--- src/hw/rtl/rau_pkg.sv ---
// Shared types and operation codes for the rational arithmetic unit.
package rau_pkg;

  localparam logic [3:0] KIND_ADD = 4'd0;
  localparam logic [3:0] KIND_SUB = 4'd1;
  localparam logic [3:0] KIND_MUL = 4'd2;
  localparam logic [3:0] KIND_DIV = 4'd3;
  localparam logic [3:0] KIND_NEG = 4'd4;
  localparam logic [3:0] KIND_EQ  = 4'd5;
  localparam logic [3:0] KIND_NE  = 4'd6;
  localparam logic [3:0] KIND_LT  = 4'd7;
  localparam logic [3:0] KIND_GT  = 4'd8;
  localparam logic [3:0] KIND_LE  = 4'd9;
  localparam logic [3:0] KIND_GE  = 4'd10;
  localparam logic [3:0] KIND_RED = 4'd11;

  localparam logic [1:0] ST_OK   = 2'd0;
  localparam logic [1:0] ST_ZERO = 2'd1;
  localparam logic [1:0] ST_OVF  = 2'd2;

  // Magnitudes of products and sums fit in 33 bits.
  localparam int MagW = 33;

  typedef struct packed {
    logic [3:0]         kind;
    logic signed [15:0] a_num;
    logic signed [15:0] a_den;
    logic signed [15:0] b_num;
    logic signed [15:0] b_den;
  } in_beat_t;

  typedef struct packed {
    logic signed [15:0] res_num;
    logic [14:0]        res_den;
    logic               truth;
    logic [1:0]         status;
  } out_beat_t;

  // Datapath commands.
  typedef struct packed {
    logic load;      // capture operands and normalize
    logic prep;      // form the product / lcm setup terms
    logic gcd_init;  // load gcd unit with x, y
    logic gcd_step;  // one subtract-shift step
    logic div_init;  // start quotient division
    logic div_step;  // one restoring step
    logic fin;       // finish and register the result
    logic [1:0] phase; // 0 lcm gcd or da divide, 1 db divide, 2 reduce gcd, 3 reduce divide
  } rau_cmd_t;

  typedef struct packed {
    logic early;     // result known without iteration
    logic gcd_done;
    logic div_done;
  } rau_sts_t;

endpackage

--- src/hw/rtl/rau_ctrl.sv ---
// Controller state machine sequencing the rational datapath.
module rau_ctrl (
  input  logic              clk,
  input  logic              rst,
  input  logic              in_valid,
  output logic              in_stall,
  output logic              out_valid,
  input  logic              out_stall,
  output rau_pkg::rau_cmd_t cmd,
  input  rau_pkg::rau_sts_t sts
);

  localparam logic [3:0] S_IDLE  = 4'd0;
  localparam logic [3:0] S_PREP  = 4'd1;
  localparam logic [3:0] S_LGI   = 4'd2;
  localparam logic [3:0] S_LG    = 4'd3;
  localparam logic [3:0] S_LDI   = 4'd4;
  localparam logic [3:0] S_LD    = 4'd5;
  localparam logic [3:0] S_COMB  = 4'd6;
  localparam logic [3:0] S_RGI   = 4'd7;
  localparam logic [3:0] S_RG    = 4'd8;
  localparam logic [3:0] S_RDI   = 4'd9;
  localparam logic [3:0] S_RD    = 4'd10;
  localparam logic [3:0] S_RDI2  = 4'd11;
  localparam logic [3:0] S_RD2   = 4'd12;
  localparam logic [3:0] S_FIN   = 4'd13;
  localparam logic [3:0] S_LDI2  = 4'd14;
  localparam logic [3:0] S_LD2   = 4'd15;

  logic [3:0] state, state_next;
  logic       full, full_next;

  assign in_stall  = (state != S_IDLE);
  assign out_valid = full;

  always_comb begin
    cmd = '0;
    state_next = state;
    full_next = full && out_stall;
    unique case (state)
      S_IDLE: begin
        if (in_valid && !in_stall) begin
          cmd.load = 1'b1;
          state_next = S_PREP;
        end
      end
      S_PREP: begin
        cmd.prep = 1'b1;
        if (sts.early) state_next = S_FIN;
        else if (sts.gcd_done) state_next = S_LGI;
        else state_next = S_RGI;
      end
      S_LGI: begin
        cmd.gcd_init = 1'b1; cmd.phase = 2'd0; state_next = S_LG;
      end
      S_LG: begin
        cmd.gcd_step = 1'b1; cmd.phase = 2'd0;
        if (sts.gcd_done) state_next = S_LDI;
      end
      S_LDI: begin
        cmd.div_init = 1'b1; cmd.phase = 2'd1; state_next = S_LD;
      end
      S_LD: begin
        cmd.div_step = 1'b1; cmd.phase = 2'd1;
        if (sts.div_done) state_next = S_LDI2;
      end
      S_LDI2: begin
        cmd.div_init = 1'b1; cmd.phase = 2'd0; state_next = S_LD2;
      end
      S_LD2: begin
        cmd.div_step = 1'b1; cmd.phase = 2'd0;
        if (sts.div_done) state_next = S_COMB;
      end
      S_COMB: begin
        cmd.prep = 1'b1; cmd.phase = 2'd1;
        state_next = sts.early ? S_FIN : S_RGI;
      end
      S_RGI: begin
        cmd.gcd_init = 1'b1; cmd.phase = 2'd2; state_next = S_RG;
      end
      S_RG: begin
        cmd.gcd_step = 1'b1; cmd.phase = 2'd2;
        if (sts.gcd_done) state_next = S_RDI;
      end
      S_RDI: begin
        cmd.div_init = 1'b1; cmd.phase = 2'd2; state_next = S_RD;
      end
      S_RD: begin
        cmd.div_step = 1'b1; cmd.phase = 2'd2;
        if (sts.div_done) state_next = S_RDI2;
      end
      S_RDI2: begin
        cmd.div_init = 1'b1; cmd.phase = 2'd3; state_next = S_RD2;
      end
      S_RD2: begin
        cmd.div_step = 1'b1; cmd.phase = 2'd3;
        if (sts.div_done) state_next = S_FIN;
      end
      S_FIN: begin
        if (!full || !out_stall) begin
          cmd.fin = 1'b1;
          full_next = 1'b1;
          state_next = S_IDLE;
        end
      end
      default: state_next = S_IDLE;
    endcase
  end

  always_ff @(posedge clk) begin
    if (rst) begin
      state <= S_IDLE;
      full <= 1'b0;
    end else begin
      state <= state_next;
      full <= full_next;
    end
  end

`ifndef SYNTHESIS
  a_busy_stall: assert property (@(posedge clk) disable iff (rst)
    (state != S_IDLE) |-> in_stall) else $error("input taken while busy");
  a_fin_room: assert property (@(posedge clk) disable iff (rst)
    cmd.fin |-> (!full || !out_stall)) else $error("result overwritten");
  a_load_idle: assert property (@(posedge clk) disable iff (rst)
    cmd.load |=> (state == S_PREP)) else $error("load not followed by prep");
`endif

endmodule

--- config.mk ---
export PLATFORM = sky130hd
export DESIGN_NAME = rau_ctrl
export DESIGN_NICKNAME = d
export VERILOG_FILES = /design/src/hw/rtl/rau_pkg.sv /design/src/hw/rtl/rau_ctrl.sv
export SDC_FILE = /design/constraint.sdc
export NUM_CORES = 1
export LEC_CHECK = 0
export ABC_AREA = 0
export BUFFER_PORTS_ARGS = -buffer_cell sky130_fd_sc_hd__buf_2
export CORE_ASPECT_RATIO = 1.25
export CORE_UTILIZATION = 34
export DETAILED_ROUTE_END_ITERATION = 7
export GPL_TIMING_DRIVEN = 0
export PLACE_DENSITY = 0.66
export SETUP_SLACK_MARGIN = 0.2
export SYNTH_ARGS = -nofsm -noshare
export SYNTH_HDL_FRONTEND = slang
export SYNTH_SLANG_ARGS = --single-unit
--- constraint.sdc ---
create_clock -name clk -period 3 [get_ports clk]
set_input_delay 0.6 -clock clk [delete_from_list [all_inputs] [get_ports clk]]
set_output_delay 0.6 -clock clk [all_outputs]
set_load 0.05 [all_outputs]
==> flow_metrics.py <==
metrics = {
    "die": {
        "num_rows": 16,
        "io_pins": 18,
        "die_x_um": 39.5,
        "die_area_sq_um": 1930,
        "core_sq_um": 1600,
        "start_util_pct": 37.3,
        "die_h_um": 48.9,
    },
    "timing": {
        "setup_viol": 0,
        "hold_viol_final": 0,
        "fin_crit_sh_pct": 82.3,
        "worst_pin_slew_ns": 0.416,
        "fin_skew_ns": 0.00500,
        "rsz0062_at_grt": "no",
        "timing.final.max_slew_violations": 0,
        "finalSetupTns_ns": 0,
        "fmax_mhz": 405,
        "maxSlewHeadroom_pct": 72.3,
        "final.min_clock_period_ns": 2.47,
    },
    "power": {
        "pwr-share-clk_pct": 10.2,
        "finalPower_uw": 771,
        "p_switching_uw": 433,
        "p_sw_share_pct": 56.2,
        "sequentialPowerShare_pct": 12.9,
        "worst_ir_drop_vdd_mv": 0.421,
        "powerDensity_nw_per_um2": 1050,
        "internal_power_uw": 338,
        "power_frac_comb_pct": 76.9,
        "power.leakage_nw": 0.333,
    },
    "drt": {
        "routed_via_density": 5.55,
        "drtAntennaViolNets": 0,
        "vias": 666,
        "wl_per_cell_um": 12.3,
        "drt_iter0_markers": 17,
        "drtPass1Iterations": 4,
        "drc": 0,
        "wirelength_um": 1470,
    },
    "synthesis": {
        "yosysTopAreaCell": "dfxtp_1",
        "synth_edf_count": 0,
        "synthMuxAreaShare_pct": 5.02,
        "synth_top_family_by_area": "compound AO/OA/AOI/OAI gates",
        "synth_seq_area_share_pct": 16.7,
        "synth_top_area_share_pct": 16.7,
        "async_flop_share_pct": 0,
        "synth-xor-area-share_pct": 1.46,
        "syn_avg_cell_area_sq_um": 7.38,
        "synthTopCellsByArea": "dfxtp_1 17%, a21oi_1 5.0%, mux2i_1 5.0%",
        "synth_cells": 81,
        "synth_flop_cell": "dfxtp_1",
        "synth-compound-area-share_pct": 34.5,
        "ys_seq_elements": 5,
        "synth-simple-area-share_pct": 31.0,
        "synth_fa_ha_area_share_pct": 0,
        "syn_area_sq_um": 598,
        "syn-num-nets": 88,
        "yosys_warnings": 0,
        "ys_types": 37,
    },
    "setup_path": {
        "end_kind": "primary output",
        "cp_data_arrival_time_ns": 1.87,
        "critPathLaunchType": "register",
        "crit_fanout": 10,
        "critPathRequiredTime_ns": 2.40,
        "worstSetupPathType": "reg -> out",
    },
    "clock_network": {
        "path_clk_slew_ns": 0.04,
        "hold_buffers": 0,
        "cts_root_buffer": "clkbuf_4",
        "numClockSinks": 5,
        "cts_tree": "yes",
        "post_cts_resized": 0,
        "clk_latency_ns": 0.25,
        "cts_htree_levels": 1,
        "postCtsSetupBuffers": 0,
        "numCtsBuffers": 3,
        "cts.path.max_buffers": 2,
    },
    "global_route": {
        "grt_pass1_wl_um": 2630,
        "grt_overflow": 0,
        "antenna_found_initial": 0,
        "grt_max_degree": 11,
        "grt_util_all_layers_pct": 18.3,
        "grt_pass1_vias": 643,
    },
    "final_layout": {
        "final_common_cell": "buf_2",
        "area_delta_synth_final_pct": 22.4,
        "fin_nets": 110,
        "final_cell_mix": "20 x buf_2, 8 x nor2_1, 7 x nand2_1",
        "antenna_cells": 0,
        "fillers": 173,
        "layout-drive-gt1-share_pct": 30.4,
    },
    "placed_design": {
        "place.gp.congestion": 0.813,
        "hpwl_um": 1160,
        "io_buffers": 17,
    },
    "job": {
        "max_cap_viol_count": 0,
    },
    "hold_path": {
        "hp-class": "reg -> reg",
    },
    "status": {
        "status": "finished, final reports clean",
    },
}
## critical path, stage by stage (launching register included)
cell and delay, ns:
dfxtp_1 0.37, clkbuf_1 0.36, clkbuf_1 0.36, o21ai_0 0.15, nand2_1 0.09, o21ai_0 0.08, buf_2 0.21
## Yosys cell counts, types with 2 or more instances
cell type,number
buf_2,3
dfxtp_1,5
a21oi_1,6
nand2_1,7
nor2_1,8
nor2b_1,3
o21ai_0,6
or4bb_1,2
mux2i_1,3
inv_1,6
clkbuf_1,3
nand2b_1,4
## flip-flops by register name, indices dropped and copies added, names as in the netlist
signal     count
out_valid      1
state          4
## cell families (layout without fill, tap and decap cells)
group | Yosys count | count (layout)
compound gates | 26 | 26
xor+xnor | 1 | 1
buf+inv | 14 | 35
flops | 5 | 5
mux | 3 | 3
simple gates | 32 | 32
## power by group through the flow
stage / combinational, mW / clock [mW] / sequential (mW)
after detailed placement: 0.591 / 0 / 0.101
after floorplan: 0.485 / 0 / 0.0981
after global routing: 0.646 / 0.0850 / 0.101
after global placement: 0.587 / 0 / 0.0988
final: 0.593 / 0.0785 / 0.0995
after CTS: 0.592 / 0.0810 / 0.0998
## metrics by stage
step | utilization, % | cells | hold slack [ns] | setup WS [ns] | cell area (sq um)
floorplan | - | 81 | 0.669 | 0.481 | 598
global placement | 44.1 | 116 | 0.512 | 0.865 | 706
detailed placement | 44.1 | 116 | 0.528 | 0.828 | 706
CTS | 45.7 | 120 | 0.535 | 0.558 | 732
global route | 45.7 | 120 | 0.584 | 0.324 | 732
finish | 45.7 | 120 | 0.528 | 0.531 | 732
## layout make-up
type / count / area [sq um] / area share (%)
inverters: 6 / 22.5 / 3.08
clock buffers: 4 / 26.3 / 3.59
flip-flops and latches: 5 / 100 / 13.7
well taps: 18 / 22.5 / 3.08
plain buffers: 8 / 45.0 / 6.15
multi-input cells: 62 / 430 / 58.8
repair buffers: 17 / 85.1 / 11.6
## final timing paths
| check | startpoint | end | slack, ns | cells past startpoint |
|---|---|---|---|---|
| max | state[2]$_SDFFE_PP0P_ | cmd[1] | 0.53 | 6 |
| min | out_valid$_SDFF_PP0_ | out_valid$_SDFF_PP0_ | 0.53 | 2 |
| max reg2reg | state[2]$_SDFFE_PP0P_ | state[1]$_SDFFE_PP0P_ | 1.32 | 5 |
| min reg2reg | out_valid$_SDFF_PP0_ | out_valid$_SDFF_PP0_ | 0.53 | 2 |
## metal layers
layer	global-route usage, %	share of wire (%)	up-vias
met3	2.74	4.9	2
met4	6.90	0.75	0
met1	22.1	42	309
met2	30.6	52	19
li1	-	-	336
met5	0	0	-
(Power assumes the default switching activity.)
